## config.mk

```make
export PLATFORM = sky130hd
export DESIGN_NAME = peer_message_stream_validator
export DESIGN_NICKNAME = d
export VERILOG_FILES = /design/src/sv/pmsv_pkg.sv /design/src/sv/pmsv_cfg.sv /design/src/sv/pmsv_parser.sv /design/src/sv/peer_message_stream_validator.sv
export SDC_FILE = /design/constraint.sdc
export NUM_CORES = 1
export LEC_CHECK = 0
export ABC_AREA = 1
export BUFFER_PORTS_ARGS = -buffer_cell sky130_fd_sc_hd__buf_4
export CAP_MARGIN = 0
export CORE_MARGIN = 4
export CORE_UTILIZATION = 45
export DETAILED_ROUTE_END_ITERATION = 6
export GPL_TIMING_DRIVEN = 1
export SYNTH_ARGS = -nofsm -noshare
export SYNTH_HDL_FRONTEND = slang
export SYNTH_SLANG_ARGS = --single-unit
```

## constraint.sdc

```tcl
create_clock -name clk -period 3.9 [get_ports clk]
set_clock_uncertainty 0.15 [all_clocks]
set_input_delay 0.39 -clock clk [delete_from_list [all_inputs] [get_ports clk]]
set_output_delay 0.39 -clock clk [all_outputs]
set_load 0.05 [all_outputs]
```

## src/sv/pmsv_pkg.sv

```systemverilog
`timescale 1ns / 1ps
// ----------------------------------------------------------------------------
// pmsv_pkg
// Types, codes and constants shared by the peer message stream validator.
// ----------------------------------------------------------------------------
package pmsv_pkg;

    localparam logic [31:0] MAGIC_WORD    = 32'h534C5032;
    localparam logic [31:0] WIRE_VERSION  = 32'd1;
    localparam int          MANDATORY_BIT = 31;
    localparam logic [32:0] SEEN_MAX      = 33'h1FFFFFFFF;

    localparam logic [31:0] MAX_MESSAGE_BYTES_RESET  = 32'd65536;
    localparam logic [15:0] MAX_ENDPOINT_COUNT_RESET = 16'd64;
    localparam logic [31:0] VALID_KIND_MASK_RESET    = 32'd63;

    localparam int CFG_INDEX_W = 2;
    localparam int CFG_DATA_W  = 32;
    localparam logic [CFG_INDEX_W-1:0] REG_MAX_MESSAGE_BYTES  = 2'd0;
    localparam logic [CFG_INDEX_W-1:0] REG_MAX_ENDPOINT_COUNT = 2'd1;
    localparam logic [CFG_INDEX_W-1:0] REG_VALID_KIND_MASK    = 2'd2;

    typedef enum logic [4:0] {
        PH_MAGIC       = 5'd0,
        PH_VERSION     = 5'd1,
        PH_KIND        = 5'd2,
        PH_FLAGS       = 5'd3,
        PH_REQUEST_ID  = 5'd4,
        PH_PEER_LEN    = 5'd5,
        PH_PEER        = 5'd6,
        PH_PROTO_LEN   = 5'd7,
        PH_PROTO       = 5'd8,
        PH_CAPS        = 5'd9,
        PH_MAX_FRAME   = 5'd10,
        PH_REASON_LEN  = 5'd11,
        PH_REASON      = 5'd12,
        PH_EP_COUNT    = 5'd13,
        PH_REC_PEER_LEN = 5'd14,
        PH_REC_PEER    = 5'd15,
        PH_REC_HOST_LEN = 5'd16,
        PH_REC_HOST    = 5'd17,
        PH_REC_PORT    = 5'd18,
        PH_REC_CAPS    = 5'd19,
        PH_PAYLOAD_LEN = 5'd20,
        PH_PAYLOAD     = 5'd21,
        PH_IDLE        = 5'd22
    } phase_t;

    typedef enum logic [3:0] {
        ST_OK        = 4'd0,
        ST_OVERSIZE  = 4'd1,
        ST_MAGIC     = 4'd2,
        ST_VERSION   = 4'd3,
        ST_KIND      = 4'd4,
        ST_MANDATORY = 4'd5,
        ST_ENDPOINTS = 4'd6,
        ST_TRUNCATED = 4'd7,
        ST_TRAILING  = 4'd8
    } status_t;

    typedef struct packed {
        logic [4:0]  field_tag;
        logic [7:0]  out_byte;
        logic [15:0] record_index;
        logic        field_end;
        logic        frame_done;
        logic [3:0]  status;
    } result_t;

    function automatic logic [3:0] fixed_size(input phase_t p);
        logic [3:0] s;
        unique case (p)
            PH_MAGIC, PH_FLAGS, PH_PEER_LEN, PH_PROTO_LEN, PH_REASON_LEN,
            PH_EP_COUNT, PH_REC_PEER_LEN, PH_REC_HOST_LEN,
            PH_PAYLOAD_LEN:                         s = 4'd4;
            PH_VERSION, PH_KIND, PH_REC_PORT:       s = 4'd2;
            PH_REQUEST_ID, PH_CAPS, PH_MAX_FRAME,
            PH_REC_CAPS:                            s = 4'd8;
            default:                                s = 4'd0;
        endcase
        return s;
    endfunction

    function automatic logic is_data_phase(input phase_t p);
        return p == PH_PEER || p == PH_PROTO || p == PH_REASON || p == PH_REC_PEER
            || p == PH_REC_HOST || p == PH_PAYLOAD;
    endfunction

endpackage

```

## src/sv/pmsv_cfg.sv

```systemverilog
`timescale 1ns / 1ps
// ----------------------------------------------------------------------------
// pmsv_cfg
// Configuration registers of the validator, written through a plain port.
// ----------------------------------------------------------------------------
module pmsv_cfg
(
    input  logic                               clk,
    input  logic                               rst_n,
    input  logic                               cfg_we,
    input  logic [pmsv_pkg::CFG_INDEX_W-1:0]   cfg_index,
    input  logic [pmsv_pkg::CFG_DATA_W-1:0]    cfg_data,
    output logic [31:0]                        max_message_bytes,
    output logic [15:0]                        max_endpoint_count,
    output logic [31:0]                        valid_kind_mask
);

    logic [31:0] max_msg_reg;
    logic [15:0] max_ep_reg;
    logic [31:0] kind_mask_reg;

    always_ff @(posedge clk or negedge rst_n)
    begin
        if (!rst_n)
        begin
            max_msg_reg   <= pmsv_pkg::MAX_MESSAGE_BYTES_RESET;
            max_ep_reg    <= pmsv_pkg::MAX_ENDPOINT_COUNT_RESET;
            kind_mask_reg <= pmsv_pkg::VALID_KIND_MASK_RESET;
        end
        else if (cfg_we)
        begin
            if (cfg_index == pmsv_pkg::REG_MAX_MESSAGE_BYTES)
                max_msg_reg <= cfg_data;
            if (cfg_index == pmsv_pkg::REG_MAX_ENDPOINT_COUNT)
                max_ep_reg <= cfg_data[15:0];
            if (cfg_index == pmsv_pkg::REG_VALID_KIND_MASK)
                kind_mask_reg <= cfg_data;
        end
    end

    assign max_message_bytes  = max_msg_reg;
    assign max_endpoint_count = max_ep_reg;
    assign valid_kind_mask    = kind_mask_reg;

endmodule

```

## src/sv/pmsv_parser.sv

```systemverilog
`timescale 1ns / 1ps
// ----------------------------------------------------------------------------
// pmsv_parser
// Per-frame parse state and the combinational update that tags one byte.
// ----------------------------------------------------------------------------
module pmsv_parser
(
    input  logic                clk,
    input  logic                rst_n,
    input  logic                step,
    input  logic [7:0]          in_byte,
    input  logic                frame_end,
    input  logic [31:0]         max_message_bytes,
    input  logic [15:0]         max_endpoint_count,
    input  logic [31:0]         valid_kind_mask,
    output pmsv_pkg::result_t   result
);

    pmsv_pkg::phase_t phase_reg, phase_next;
    logic [31:0] bif_reg, bif_next;
    logic [31:0] accum_reg, accum_next;
    logic [31:0] flen_reg, flen_next;
    logic [31:0] rtot_reg, rtot_next;
    logic [15:0] rdone_reg, rdone_next;
    logic [32:0] seen_reg, seen_next;
    logic [3:0]  ferr_reg, ferr_next;

    logic [31:0] acc_new;
    logic [31:0] v;
    logic        done;
    logic [15:0] rinc;

    always_comb
    begin
        phase_next = phase_reg;
        bif_next   = bif_reg;
        accum_next = accum_reg;
        flen_next  = flen_reg;
        rtot_next  = rtot_reg;
        rdone_next = rdone_reg;
        ferr_next  = ferr_reg;
        seen_next  = (seen_reg < pmsv_pkg::SEEN_MAX) ? seen_reg + 33'd1 : seen_reg;
        acc_new    = {accum_reg[23:0], in_byte};
        v          = acc_new;
        done       = 1'b0;
        rinc       = rdone_reg + 16'd1;

        result.field_tag    = pmsv_pkg::PH_IDLE;
        result.out_byte     = in_byte;
        result.record_index = '0;
        result.field_end    = 1'b0;
        result.frame_done   = frame_end;
        result.status       = pmsv_pkg::ST_OK;

        if (phase_reg == pmsv_pkg::PH_IDLE)
        begin
            if (ferr_reg == pmsv_pkg::ST_OK)
                ferr_next = pmsv_pkg::ST_TRAILING;
        end
        else
        begin
            result.field_tag = phase_reg;
            if (phase_reg >= pmsv_pkg::PH_REC_PEER_LEN && phase_reg <= pmsv_pkg::PH_REC_CAPS)
                result.record_index = rdone_reg;
            if (pmsv_pkg::is_data_phase(phase_reg))
            begin
                done = ({1'b0, bif_reg} + 33'd1) >= {1'b0, flen_reg};
                v    = accum_reg;
            end
            else
            begin
                accum_next = acc_new;
                done = ({1'b0, bif_reg} + 33'd1) >= {29'd0, pmsv_pkg::fixed_size(phase_reg)};
            end
            bif_next = bif_reg + 32'd1;
            if (done)
            begin
                result.field_end = 1'b1;
                bif_next   = '0;
                accum_next = '0;
                unique case (phase_reg)
                    pmsv_pkg::PH_MAGIC:
                        if (v != pmsv_pkg::MAGIC_WORD)
                        begin
                            ferr_next = pmsv_pkg::ST_MAGIC;
                            phase_next = pmsv_pkg::PH_IDLE;
                        end
                        else phase_next = pmsv_pkg::PH_VERSION;
                    pmsv_pkg::PH_VERSION:
                        if (v != pmsv_pkg::WIRE_VERSION)
                        begin
                            ferr_next = pmsv_pkg::ST_VERSION;
                            phase_next = pmsv_pkg::PH_IDLE;
                        end
                        else phase_next = pmsv_pkg::PH_KIND;
                    pmsv_pkg::PH_KIND:
                        if (v[31:5] != '0 || !valid_kind_mask[v[4:0]])
                        begin
                            ferr_next = pmsv_pkg::ST_KIND;
                            phase_next = pmsv_pkg::PH_IDLE;
                        end
                        else phase_next = pmsv_pkg::PH_FLAGS;
                    pmsv_pkg::PH_FLAGS:
                        if (v[pmsv_pkg::MANDATORY_BIT])
                        begin
                            ferr_next = pmsv_pkg::ST_MANDATORY;
                            phase_next = pmsv_pkg::PH_IDLE;
                        end
                        else phase_next = pmsv_pkg::PH_REQUEST_ID;
                    pmsv_pkg::PH_REQUEST_ID: phase_next = pmsv_pkg::PH_PEER_LEN;
                    pmsv_pkg::PH_PEER_LEN:
                    begin
                        flen_next = v;
                        phase_next = (v == '0) ? pmsv_pkg::PH_PROTO_LEN : pmsv_pkg::PH_PEER;
                    end
                    pmsv_pkg::PH_PEER: phase_next = pmsv_pkg::PH_PROTO_LEN;
                    pmsv_pkg::PH_PROTO_LEN:
                    begin
                        flen_next = v;
                        phase_next = (v == '0) ? pmsv_pkg::PH_CAPS : pmsv_pkg::PH_PROTO;
                    end
                    pmsv_pkg::PH_PROTO: phase_next = pmsv_pkg::PH_CAPS;
                    pmsv_pkg::PH_CAPS: phase_next = pmsv_pkg::PH_MAX_FRAME;
                    pmsv_pkg::PH_MAX_FRAME: phase_next = pmsv_pkg::PH_REASON_LEN;
                    pmsv_pkg::PH_REASON_LEN:
                    begin
                        flen_next = v;
                        phase_next = (v == '0) ? pmsv_pkg::PH_EP_COUNT : pmsv_pkg::PH_REASON;
                    end
                    pmsv_pkg::PH_REASON: phase_next = pmsv_pkg::PH_EP_COUNT;
                    pmsv_pkg::PH_EP_COUNT:
                    begin
                        rtot_next  = v;
                        rdone_next = '0;
                        if (v > {16'd0, max_endpoint_count})
                        begin
                            ferr_next = pmsv_pkg::ST_ENDPOINTS;
                            phase_next = pmsv_pkg::PH_IDLE;
                        end
                        else
                            phase_next = (v == '0) ? pmsv_pkg::PH_PAYLOAD_LEN
                                                   : pmsv_pkg::PH_REC_PEER_LEN;
                    end
                    pmsv_pkg::PH_REC_PEER_LEN:
                    begin
                        flen_next = v;
                        phase_next = (v == '0) ? pmsv_pkg::PH_REC_HOST_LEN
                                               : pmsv_pkg::PH_REC_PEER;
                    end
                    pmsv_pkg::PH_REC_PEER: phase_next = pmsv_pkg::PH_REC_HOST_LEN;
                    pmsv_pkg::PH_REC_HOST_LEN:
                    begin
                        flen_next = v;
                        phase_next = (v == '0) ? pmsv_pkg::PH_REC_PORT : pmsv_pkg::PH_REC_HOST;
                    end
                    pmsv_pkg::PH_REC_HOST: phase_next = pmsv_pkg::PH_REC_PORT;
                    pmsv_pkg::PH_REC_PORT: phase_next = pmsv_pkg::PH_REC_CAPS;
                    pmsv_pkg::PH_REC_CAPS:
                    begin
                        rdone_next = rinc;
                        phase_next = ({16'd0, rinc} >= rtot_reg) ? pmsv_pkg::PH_PAYLOAD_LEN
                                                                 : pmsv_pkg::PH_REC_PEER_LEN;
                    end
                    pmsv_pkg::PH_PAYLOAD_LEN:
                    begin
                        flen_next = v;
                        phase_next = (v == '0) ? pmsv_pkg::PH_IDLE : pmsv_pkg::PH_PAYLOAD;
                    end
                    default: phase_next = pmsv_pkg::PH_IDLE;
                endcase
            end
        end

        if (frame_end)
        begin
            if (seen_next > {1'b0, max_message_bytes})
                result.status = pmsv_pkg::ST_OVERSIZE;
            else if (ferr_next != pmsv_pkg::ST_OK)
                result.status = ferr_next;
            else if (phase_next != pmsv_pkg::PH_IDLE)
                result.status = pmsv_pkg::ST_TRUNCATED;
            else
                result.status = pmsv_pkg::ST_OK;
            phase_next = pmsv_pkg::PH_MAGIC;
            bif_next   = '0;
            accum_next = '0;
            flen_next  = '0;
            rtot_next  = '0;
            rdone_next = '0;
            seen_next  = '0;
            ferr_next  = pmsv_pkg::ST_OK;
        end
    end

    always_ff @(posedge clk or negedge rst_n)
    begin
        if (!rst_n)
        begin
            phase_reg <= pmsv_pkg::PH_MAGIC;
            bif_reg   <= '0;
            accum_reg <= '0;
            flen_reg  <= '0;
            rtot_reg  <= '0;
            rdone_reg <= '0;
            seen_reg  <= '0;
            ferr_reg  <= pmsv_pkg::ST_OK;
        end
        else if (step)
        begin
            phase_reg <= phase_next;
            bif_reg   <= bif_next;
            accum_reg <= accum_next;
            flen_reg  <= flen_next;
            rtot_reg  <= rtot_next;
            rdone_reg <= rdone_next;
            seen_reg  <= seen_next;
            ferr_reg  <= ferr_next;
        end
    end

endmodule

```

## src/sv/peer_message_stream_validator.sv

```systemverilog
`timescale 1ns / 1ps
// ----------------------------------------------------------------------------
// peer_message_stream_validator
// Tags each byte of a framed peer message and reports the frame status.
// ----------------------------------------------------------------------------
// Bytes enter on the s_axis channel, one transfer per byte, with s_axis_tlast
// on the final byte of a frame. Each byte leaves on m_axis as one transfer
// carrying its field tag, the byte, the endpoint record index and the field
// end flag; m_axis_tlast copies the frame mark and, on that transfer, the
// status in tuser is valid.
// An input transfer is parsed in the cycle it is taken and its result stands
// in the output register on the next cycle, one byte per cycle while the
// receiver takes each result. The parse state updates as each byte is taken,
// so the rate is set only by the output register draining.
// When the receiver stalls, the output register holds its result and the
// input is still taken while the register is empty or being read that cycle.
// Reset returns the parser to the start of a frame and loads the register
// defaults. Registers are written through cfg_we, cfg_index and cfg_data.
// ----------------------------------------------------------------------------
module peer_message_stream_validator
(
    input  logic                              clk,
    input  logic                              rst_n,
    input  logic                              s_axis_tvalid,
    output logic                              s_axis_tready,
    input  logic [7:0]                        s_axis_tdata,  // in_byte
    input  logic                              s_axis_tlast,  // frame_end
    output logic                              m_axis_tvalid,
    input  logic                              m_axis_tready,
    output logic [31:0]                       m_axis_tdata,  // out_byte, record_index, 8 zeros
    output logic [9:0]                        m_axis_tuser,  // field_tag, field_end, status
    output logic                              m_axis_tlast,  // frame_done
    input  logic                              cfg_we,
    input  logic [pmsv_pkg::CFG_INDEX_W-1:0]  cfg_index,
    input  logic [pmsv_pkg::CFG_DATA_W-1:0]   cfg_data
);

    logic [31:0] max_message_bytes;
    logic [15:0] max_endpoint_count;
    logic [31:0] valid_kind_mask;
    logic        step;
    logic        out_valid_reg;
    pmsv_pkg::result_t res;
    pmsv_pkg::result_t out_reg;

    pmsv_cfg u_cfg
    (
        .clk                (clk),
        .rst_n              (rst_n),
        .cfg_we             (cfg_we),
        .cfg_index          (cfg_index),
        .cfg_data           (cfg_data),
        .max_message_bytes  (max_message_bytes),
        .max_endpoint_count (max_endpoint_count),
        .valid_kind_mask    (valid_kind_mask)
    );

    assign s_axis_tready = !out_valid_reg || m_axis_tready;
    assign step = s_axis_tvalid && s_axis_tready;

    pmsv_parser u_parser
    (
        .clk                (clk),
        .rst_n              (rst_n),
        .step               (step),
        .in_byte            (s_axis_tdata),
        .frame_end          (s_axis_tlast),
        .max_message_bytes  (max_message_bytes),
        .max_endpoint_count (max_endpoint_count),
        .valid_kind_mask    (valid_kind_mask),
        .result             (res)
    );

    always_ff @(posedge clk or negedge rst_n)
    begin
        if (!rst_n)
            out_valid_reg <= 1'b0;
        else if (s_axis_tready)
            out_valid_reg <= s_axis_tvalid;
    end

    always_ff @(posedge clk)
    begin
        if (step)
            out_reg <= res;
    end

    assign m_axis_tvalid = out_valid_reg;
    assign m_axis_tdata  = {8'd0, out_reg.record_index, out_reg.out_byte};
    assign m_axis_tuser  = {out_reg.status, out_reg.field_end, out_reg.field_tag};
    assign m_axis_tlast  = out_reg.frame_done;

endmodule
```

==> results.yml, run 1 <==
logic_synthesis:
  synth_top_area_frac: 0.353
  yosys-mux-area-fraction: 0
  synth_cells: 2493
  ys_types: 47
  synth-simple-area-share: 0.262
  syn_area_per_cell_um2: 7.36
  synthesis.area_um2: 18400
  yosys_register_bits: 302
  ys.flop_type: "dfrtp_1"
  synth_top_area_cell: "dfrtp_1"
  synth_top_family_by_area: "simple AND/OR/NAND/NOR gates"
  synth_edf_count: 35
  yosysWarnings: 0
  synth-compound-area-share: 0.111
  synth_seq_area_share: 0.422
  synth.area.top_cells: "dfrtp_1, nand2_1, inv_1, ha_1, o21ai_0"
  async_flop_share: 0.884
  synth_adder_area_share: 0.0723
  synthXorXnorAreaFrac: 0.0215
clock_network:
  cts_tree: "done"
  htree_levels: 2
  worstSkewPairLatency_ns: 0.56
  cts_buffer_depth: 3
  cts_num_sinks: 302
  clk_pin_slew_ns: 0.06
  numCtsBuffers: 37
  clockRootBuffer: "clkbuf_16"
drt:
  drt_iter0_drc: 1292
  vias: 18500
  drtAntennaViolNets: 0
  drc: 0
  drt_wl_total_um: 62800
  via_per_inst: 5.24
  wl_per_cell_um: 17.7
  drt-pass1-iter-count: 6
final_layout:
  diodes: 0
  fin_nets: 3139
  final_util: 0.658
  largest_reg_flops: 33
  syn2layout_area_growth_pct: 43.4
  layout-drive-gt1-share: 0.311
  fill_cells: 3323
  layout_common_cells: "nand2_1, buf_4, inv_1, dfrtp_1, nor2_1"
  layout_commonest_cell: "nand2_1"
  instances_no_fill: 3539
worst_setup_path:
  ff2ff_path_depth: 24
  crit_chain: "buf_6 -> nand2_4 -> nor3_4 -> nand2_2 -> nor2_4 -> buf_6 -> nand4_1 -> xor2_1 -> inv_1 -> ha_4 -> nand4_1 -> nor4_2 -> nand3_1 -> nand4_1 -> nand2_2 -> inv_2 -> buf_6 -> nor2_4 -> buf_6 -> nor3_4 -> buf_6 -> clkinv_8 -> nand2_4 -> o21ai_2"
  cp_max_fo: 7
  cp.arrival_ns: 4.53
  cpMostUsedCell: "buf_6"
  cp-end-kind: "flop"
  cpMaxStageDelayCell: "dfrtp_1"
  critPathCapture: "u_parser.rtot_reg[17]"
  worst-setup-path-type: "flop to flop"
  ff2ff_setup_slack_ns: -0.34
  critPathLaunchType: "flop"
  slowest_delay_ns: 0.43
  r2r_end: "u_parser.rtot_reg[17]"
  required_ns: 4.19
  cp-startpoint: "u_parser.bif_reg[7]"
  reg2reg_from: "u_parser.bif_reg[7]"
floorplanning:
  core_area_um2: 40000
  pin_count: 93
  die_x_um: 210
  num_rows: 73
  start_util: 0.459
  die-area_um2: 44100
  die_y_um: 210
grt:
  antenna_found_initial: 0
  grt_usage: 0.262
  grt_pass1_vias: 18300
  grt_first_pass_wirelength_um: 93600
  grt_max_degree: 114
  grt-ovfl-total: 0
power:
  intPower_w: 0.00942
  powerDensity_nw_per_um2: 601
  p_sw_frac: 0.404
  p_sw_w: 0.00639
  seqPwrFrac: 0.259
  ir_drop_uv: 495
  p_comb_frac: 0.505
  power.leakage_nw: 13.4
  clockPowerShare: 0.236
outcome:
  status: "complete, but fails checks"
  failed_checks: "setup timing"
timing:
  worst_pin_slew_ns: 1.30
  min_period_over_period: 1.09
  setup_slack_ns: -0.339
  final-max-slew-violation-count: 0
  rsz0062_at_grt: "true"
  slew_headroom: 0.131
  fmax_mhz: 236
  hold_violations: 0
  finalSetupViolCount: 118
  layout_min_cycle_time_ns: 4.24
placement:
  place_inst: 3333
  place.gp.congestion: 0.948
  io_buffers: 84
  hpwlAfterDp_um: 43300
worst_hold_path:
  hold_class: "input port to flop"
run:
  cap_violations: 0
synth_stat cells (2+ instances only):
master and instances:
o21a_1 2, dfrtp_1 259, clkinv_1 2, nor4_1 12, a31oi_1 3, edfxtp_1 35, inv_1 417, nor3_1 31
o21ai_1 18, xor2_1 45, buf_2 19, buf_4 11, o211ai_1 7, clkbuf_1 49, o22ai_1 37, a211oi_1 6
nand4_1 47, nor3_2 4, ha_1 106, a21oi_1 56, nand2_1 644, a22o_1 11, nand3b_1 6, dfstp_2 8
nor2_4 3, inv_2 10, buf_6 4, nand3_1 180, o21ai_0 226, nand2_2 5, nor2_2 2, nor2_1 211
buf_1 3
area by class of cell:
cell class                 instances  area [um2]  share of cell area
timing repair buffer             530        4630               0.176
timing repair inverter             2        22.5            0.000856
clock buffer                      54        1100              0.0419
sequential                       302        7740               0.294
tap                              525         657              0.0250
multi-input combinational       1683       10300               0.392
inverter                         429        1640              0.0622
clock inverter                    14         224             0.00851
logic make-up (layout without fill, tap and decap cells):
kind of cell / Yosys count / after routing
other cells: 1 / 8
fa+ha+maj: 106 / 106
flops: 302 / 302
xor+xnor: 45 / 45
simple gates: 1148 / 1148
compound gates: 376 / 376
buf+inv: 515 / 1029
critical path: cells and delay by family (launching register included):
family | cells | cell delay, ns
XOR/XNOR | 1 | 0.22
buffers and inverters | 8 | 1.06
adder cells (fa/ha/maj) | 1 | 0.30
AND/OR/NAND/NOR | 13 | 1.89
flip-flops | 1 | 0.43
AO/OA/AOI/OAI | 1 | 0.05
stage by stage:
step	TNS (ns)	setup WS (ns)	cell area, um2	power [W]	hold WS [ns]
floorplan	0	0.181	18400	0.00771	-0.0556
global placement	-12.82	-0.344	21700	0.00992	0.305
detailed placement	-20.89	-0.461	21700	0.0100	0.314
CTS	-0.165	-0.0631	24100	0.0141	0.000827
global route	-48.94	-0.574	26300	0.0167	0.0356
finish	-25.84	-0.339	26300	0.0158	0.00695
power groups by stage:
stage	sequential, W	clock, W	combinational, W
after floorplan	0.00420	0	0.00351
after global placement	0.00410	0	0.00582
after detailed placement	0.00412	0	0.00591
after CTS	0.00407	0.00379	0.00628
after global routing	0.00415	0.00392	0.00867
final	0.00410	0.00373	0.00798
how the worst min path moves through the flow:
stage	start	cells after the start	slack, ns	endpoint
finish	cfg_data[6]	3	0.007	u_cfg.max_endpoint_count[6]
detailed placement	u_parser.rtot_reg[24]	2	0.31	u_parser.rtot_reg[24]
global placement	u_parser.rtot_reg[18]	2	0.31	u_parser.rtot_reg[18]
floorplan	rst_n	0	-0.06	m_axis_tvalid
CTS	cfg_data[2]	3	0.0008	u_cfg.max_endpoint_count[2]
global route	cfg_data[6]	3	0.04	u_cfg.max_endpoint_count[6]
per-layer routing:
| metal | share of wire | up-vias | global-route usage |
|---|---|---|---|
| met4 | 0.064 | 0 | 0.131 |
| met5 | 0 | - | 0 |
| met2 | 0.49 | 526 | 0.453 |
| met1 | 0.41 | 8816 | 0.327 |
| met3 | 0.042 | 198 | 0.0305 |
| li1 | - | 8995 | - |
timing repair:
action                                  in CTS  in global routing
endpoints found under the setup margin     122                157
pin swaps                                   30                 94
resized for setup                           97                447
buffers inserted                            37                 53
hold buffers                                31                  0
cloned                                       3                 18
endpoints found under the hold margin      156                  0
(Power assumes the default switching activity.)
==> run 2, diff against run 1 <==
--- a/config.mk
+++ b/config.mk
@@ -5,13 +5,13 @@
 export SDC_FILE = /design/constraint.sdc
 export NUM_CORES = 1
 export LEC_CHECK = 0
-export ABC_AREA = 1
 export BUFFER_PORTS_ARGS = -buffer_cell sky130_fd_sc_hd__buf_4
 export CAP_MARGIN = 0
 export CORE_MARGIN = 4
-export CORE_UTILIZATION = 45
+export CORE_UTILIZATION = 57
 export DETAILED_ROUTE_END_ITERATION = 6
 export GPL_TIMING_DRIVEN = 1
+export PLACE_DENSITY = 0.78
 export SYNTH_ARGS = -nofsm -noshare
 export SYNTH_HDL_FRONTEND = slang
 export SYNTH_SLANG_ARGS = --single-unit
==> run 2 against run 1 <==
  * The flow still finishes with violations (setup timing)
  * Via count is 1.3% higher
  * Flip-flop and latch count did not move
  * Worst hold slack improved by 0.033 ns
  * Cell area fell by 2.0%
  * Largest power group unchanged
  * Highest routed layer unchanged
==> results.yml, run 2 <==
drt:
  via_per_inst: 6.47
  drtAntennaViolNets: 0
  drt-pass1-iter-count: 6
  drt_iter0_drc: 2239
  drc: 0
  vias: 18800
  wl_per_cell_um: 23.5
  drt_wl_total_um: 68100
logic_synthesis:
  yosysWarnings: 0
  synth_edf_count: 35
  synth_seq_area_share: 0.411
  synth_top_area_frac: 0.344
  yosys-mux-area-fraction: 0.0887
  synth_adder_area_share: 0.0704
  netlist_top_cells_count: "nand2_1, dfrtp_1, o21ai_0, inv_1, ha_1"
  synth_top_area_cell: "dfrtp_1"
  synth-simple-area-share: 0.177
  synth.area.top_cells: "dfrtp_1, ha_1, mux2_2, edfxtp_1, nand2_1"
  syn_area_per_cell_um2: 9.43
  async_flop_share: 0.884
  synth_cells: 2000
  synthXorXnorAreaFrac: 0.0348
  ys.flop_type: "dfrtp_1"
  ys_types: 107
  synth-compound-area-share: 0.159
  yosys_register_bits: 302
  synth_most_common_cell: "nand2_1"
  synth_top_family_by_area: "simple AND/OR/NAND/NOR gates"
  synthesis.area_um2: 18900
final_layout:
  largest_reg_flops: 33
  diodes: 0
  syn2layout_area_growth_pct: 36.8
  layout_commonest_cell: "buf_4"
  final_util: 0.791
  layout-drive-gt1-share: 0.360
  layout_common_cells: "buf_4, nand2_1, dfrtp_1, inv_1, ha_1"
  fin_nets: 2587
worst_setup_path:
  cp.arrival_ns: 4.52
  cp_max_fo: 7
  ff2ff_path_depth: 19
  worst-setup-path-type: "flop to flop"
  ff2ff_setup_slack_ns: -0.54
  required_ns: 3.98
  cp-end-kind: "flop"
  r2r_end: "m_axis_tuser[6]"
  critPathLaunchType: "flop"
  reg2reg_from: "u_parser.phase_reg[0]"
power:
  powerDensity_nw_per_um2: 587
  p_sw_frac: 0.396
  p_comb_frac: 0.510
  clockPowerShare: 0.224
  power.leakage_nw: 12.0
  intPower_w: 0.00914
  p_sw_w: 0.00600
  power_w: 0.0151
  seqPwrFrac: 0.266
  ir_drop_uv: 422
floorplanning:
  start_util: 0.578
  core_area_um2: 32600
  die-area_um2: 36000
  die_y_um: 190
  pin_count: 93
  die_x_um: 190
  num_rows: 66
timing:
  hold_violations: 0
  fmax_mhz: 225
  worst_pin_slew_ns: 1.08
  finalSetupViolCount: 156
  rsz0062_at_grt: "true"
  slew_headroom: 0.274
  setup_slack_ns: -0.539
  layout_min_cycle_time_ns: 4.44
  min_period_over_period: 1.14
  final-max-slew-violation-count: 0
outcome:
  status: "complete, but fails checks"
  failed_checks: "setup timing"
clock_network:
  cts_tree: "done"
  numCtsBuffers: 34
  worstSkewPairLatency_ns: 0.54
  clk_pin_slew_ns: 0.06
  htree_levels: 2
  clockRootBuffer: "clkbuf_16"
  cts_buffer_depth: 3
  cts_num_sinks: 302
worst_hold_path:
  holdPathStages: 1
  hold_class: "input port to flop"
  min_from: "s_axis_tdata[3]"
  min_to: "m_axis_tdata[3]"
placement:
  io_buffers: 84
  hpwlAfterDp_um: 42600
  place.gp.congestion: 0.987
grt:
  grt_pass1_vias: 18800
  antenna_found_initial: 0
  grt_max_degree: 105
  grt_first_pass_wirelength_um: 99400
  grt_usage: 0.344
  grt-ovfl-total: 0
run:
  cap_violations: 0
## run 2: cell count changes after synthesis, sizes merged, moves of 25 or more
cell	before	now
nand2	649	278
inv	427	136
nor2	216	76
nand3	180	56
mux2	0	118
o21ai	244	153
xnor2	0	51
clkbuf	49	84
a21oi	56	89
mux2i	0	25
## run 2: cell families after synthesis
| family | Yosys count |
|---|---|
| AO/OA/AOI/OAI | 442 |
| adder cells (fa/ha/maj) | 106 |
| buffers and inverters | 263 |
| XOR/XNOR | 74 |
| AND/OR/NAND/NOR | 665 |
| other | 1 |
| multiplexers | 147 |
| flip-flops | 302 |
## run 2: metal layers
metal	wire length, um	part of all wire	GRT usage	vias to the layer above
met1	23400	0.34	0.403	9060
met5	0	0	0	-
met4	5110	0.075	0.189	0
li1	-	-	-	8018
met3	6290	0.092	0.0571	426
met2	33300	0.49	0.604	1275
## run 2: power groups by stage
| stage | Clock (W) | Sequential [W] | Combinational [W] |
|---|---|---|---|
| 6_report | 0.00339 | 0.00403 | 0.00772 |
| 3_3_place_gp | 0 | 0.00400 | 0.00541 |
| 2_1_floorplan | 0 | 0.00412 | 0.00322 |
| 4_1_cts | 0.00337 | 0.00398 | 0.00610 |
| 5_1_grt | 0.00353 | 0.00407 | 0.00808 |
| 3_5_place_dp | 0 | 0.00403 | 0.00557 |
## run 2: area by class of cell
class / count / area [um2]
clock inverter: 15 / 183
multi-input combinational: 1442 / 11400
inverter: 136 / 510
fill: 1850 / 6830
clock buffer: 47 / 983
timing repair buffer: 517 / 4410
tap: 442 / 553
sequential: 302 / 7750
## run 2: timing repair
action                                  CTS  global route
setup buffers                            41            23
pin swaps                                34            76
cloned                                    3             9
gates resized for setup                 120           207
endpoints found under the hold margin   157             0
hold buffers                             39             0
endpoints found under the setup margin  157           157
## run 2: how the worst max path moves through the flow
| stage | start | to | slack [ns] | depth (start not counted) |
|---|---|---|---|---|
| 2_1_floorplan | u_parser.phase_reg[1] | m_axis_tuser[8] | -0.32 | 22 |
| 3_3_place_gp | u_parser.seen_reg[3] | m_axis_tuser[6] | -0.87 | 18 |
| 3_5_place_dp | u_parser.seen_reg[5] | m_axis_tuser[6] | -1.01 | 17 |
| 4_1_cts | u_parser.phase_reg[0] | m_axis_tuser[7] | -0.47 | 18 |
| 5_1_grt | u_parser.bif_reg[8] | m_axis_tuser[6] | -0.67 | 17 |
| 6_report | u_parser.phase_reg[0] | m_axis_tuser[6] | -0.54 | 19 |
## run 2: worst max-delay path, cell delays in order (launching register included)
cell	delay, ns
dfrtp_2	0.44
buf_6	0.13
ha_4	0.15
and3b_2	0.25
a211o_4	0.36
buf_4	0.16
buf_12	0.12
a21o_1	0.21
inv_2	0.08
ha_1	0.23
nand4_1	0.17
nor3_2	0.08
a21o_1	0.23
o22ai_4	0.23
nor3_2	0.09
o21ai_2	0.18
a31oi_2	0.14
a31o_4	0.25
o311ai_4	0.35
o22ai_1	0.14
## run 2: metrics by stage
step | hold slack (ns) | TNS (ns) | cell area, um2 | cells | worst slack (ns)
floorplan | -0.0556 | -2.33 | 19200 | 2007 | -0.318
global placement | 0.253 | -38.05 | 22300 | 2729 | -0.870
detailed placement | 0.256 | -46.96 | 22300 | 2729 | -1.01
CTS | 0.00657 | -23.24 | 24700 | 2873 | -0.466
global route | 0.0244 | -71.54 | 25800 | 2901 | -0.669
finish | 0.0397 | -55.33 | 25800 | 2901 | -0.539
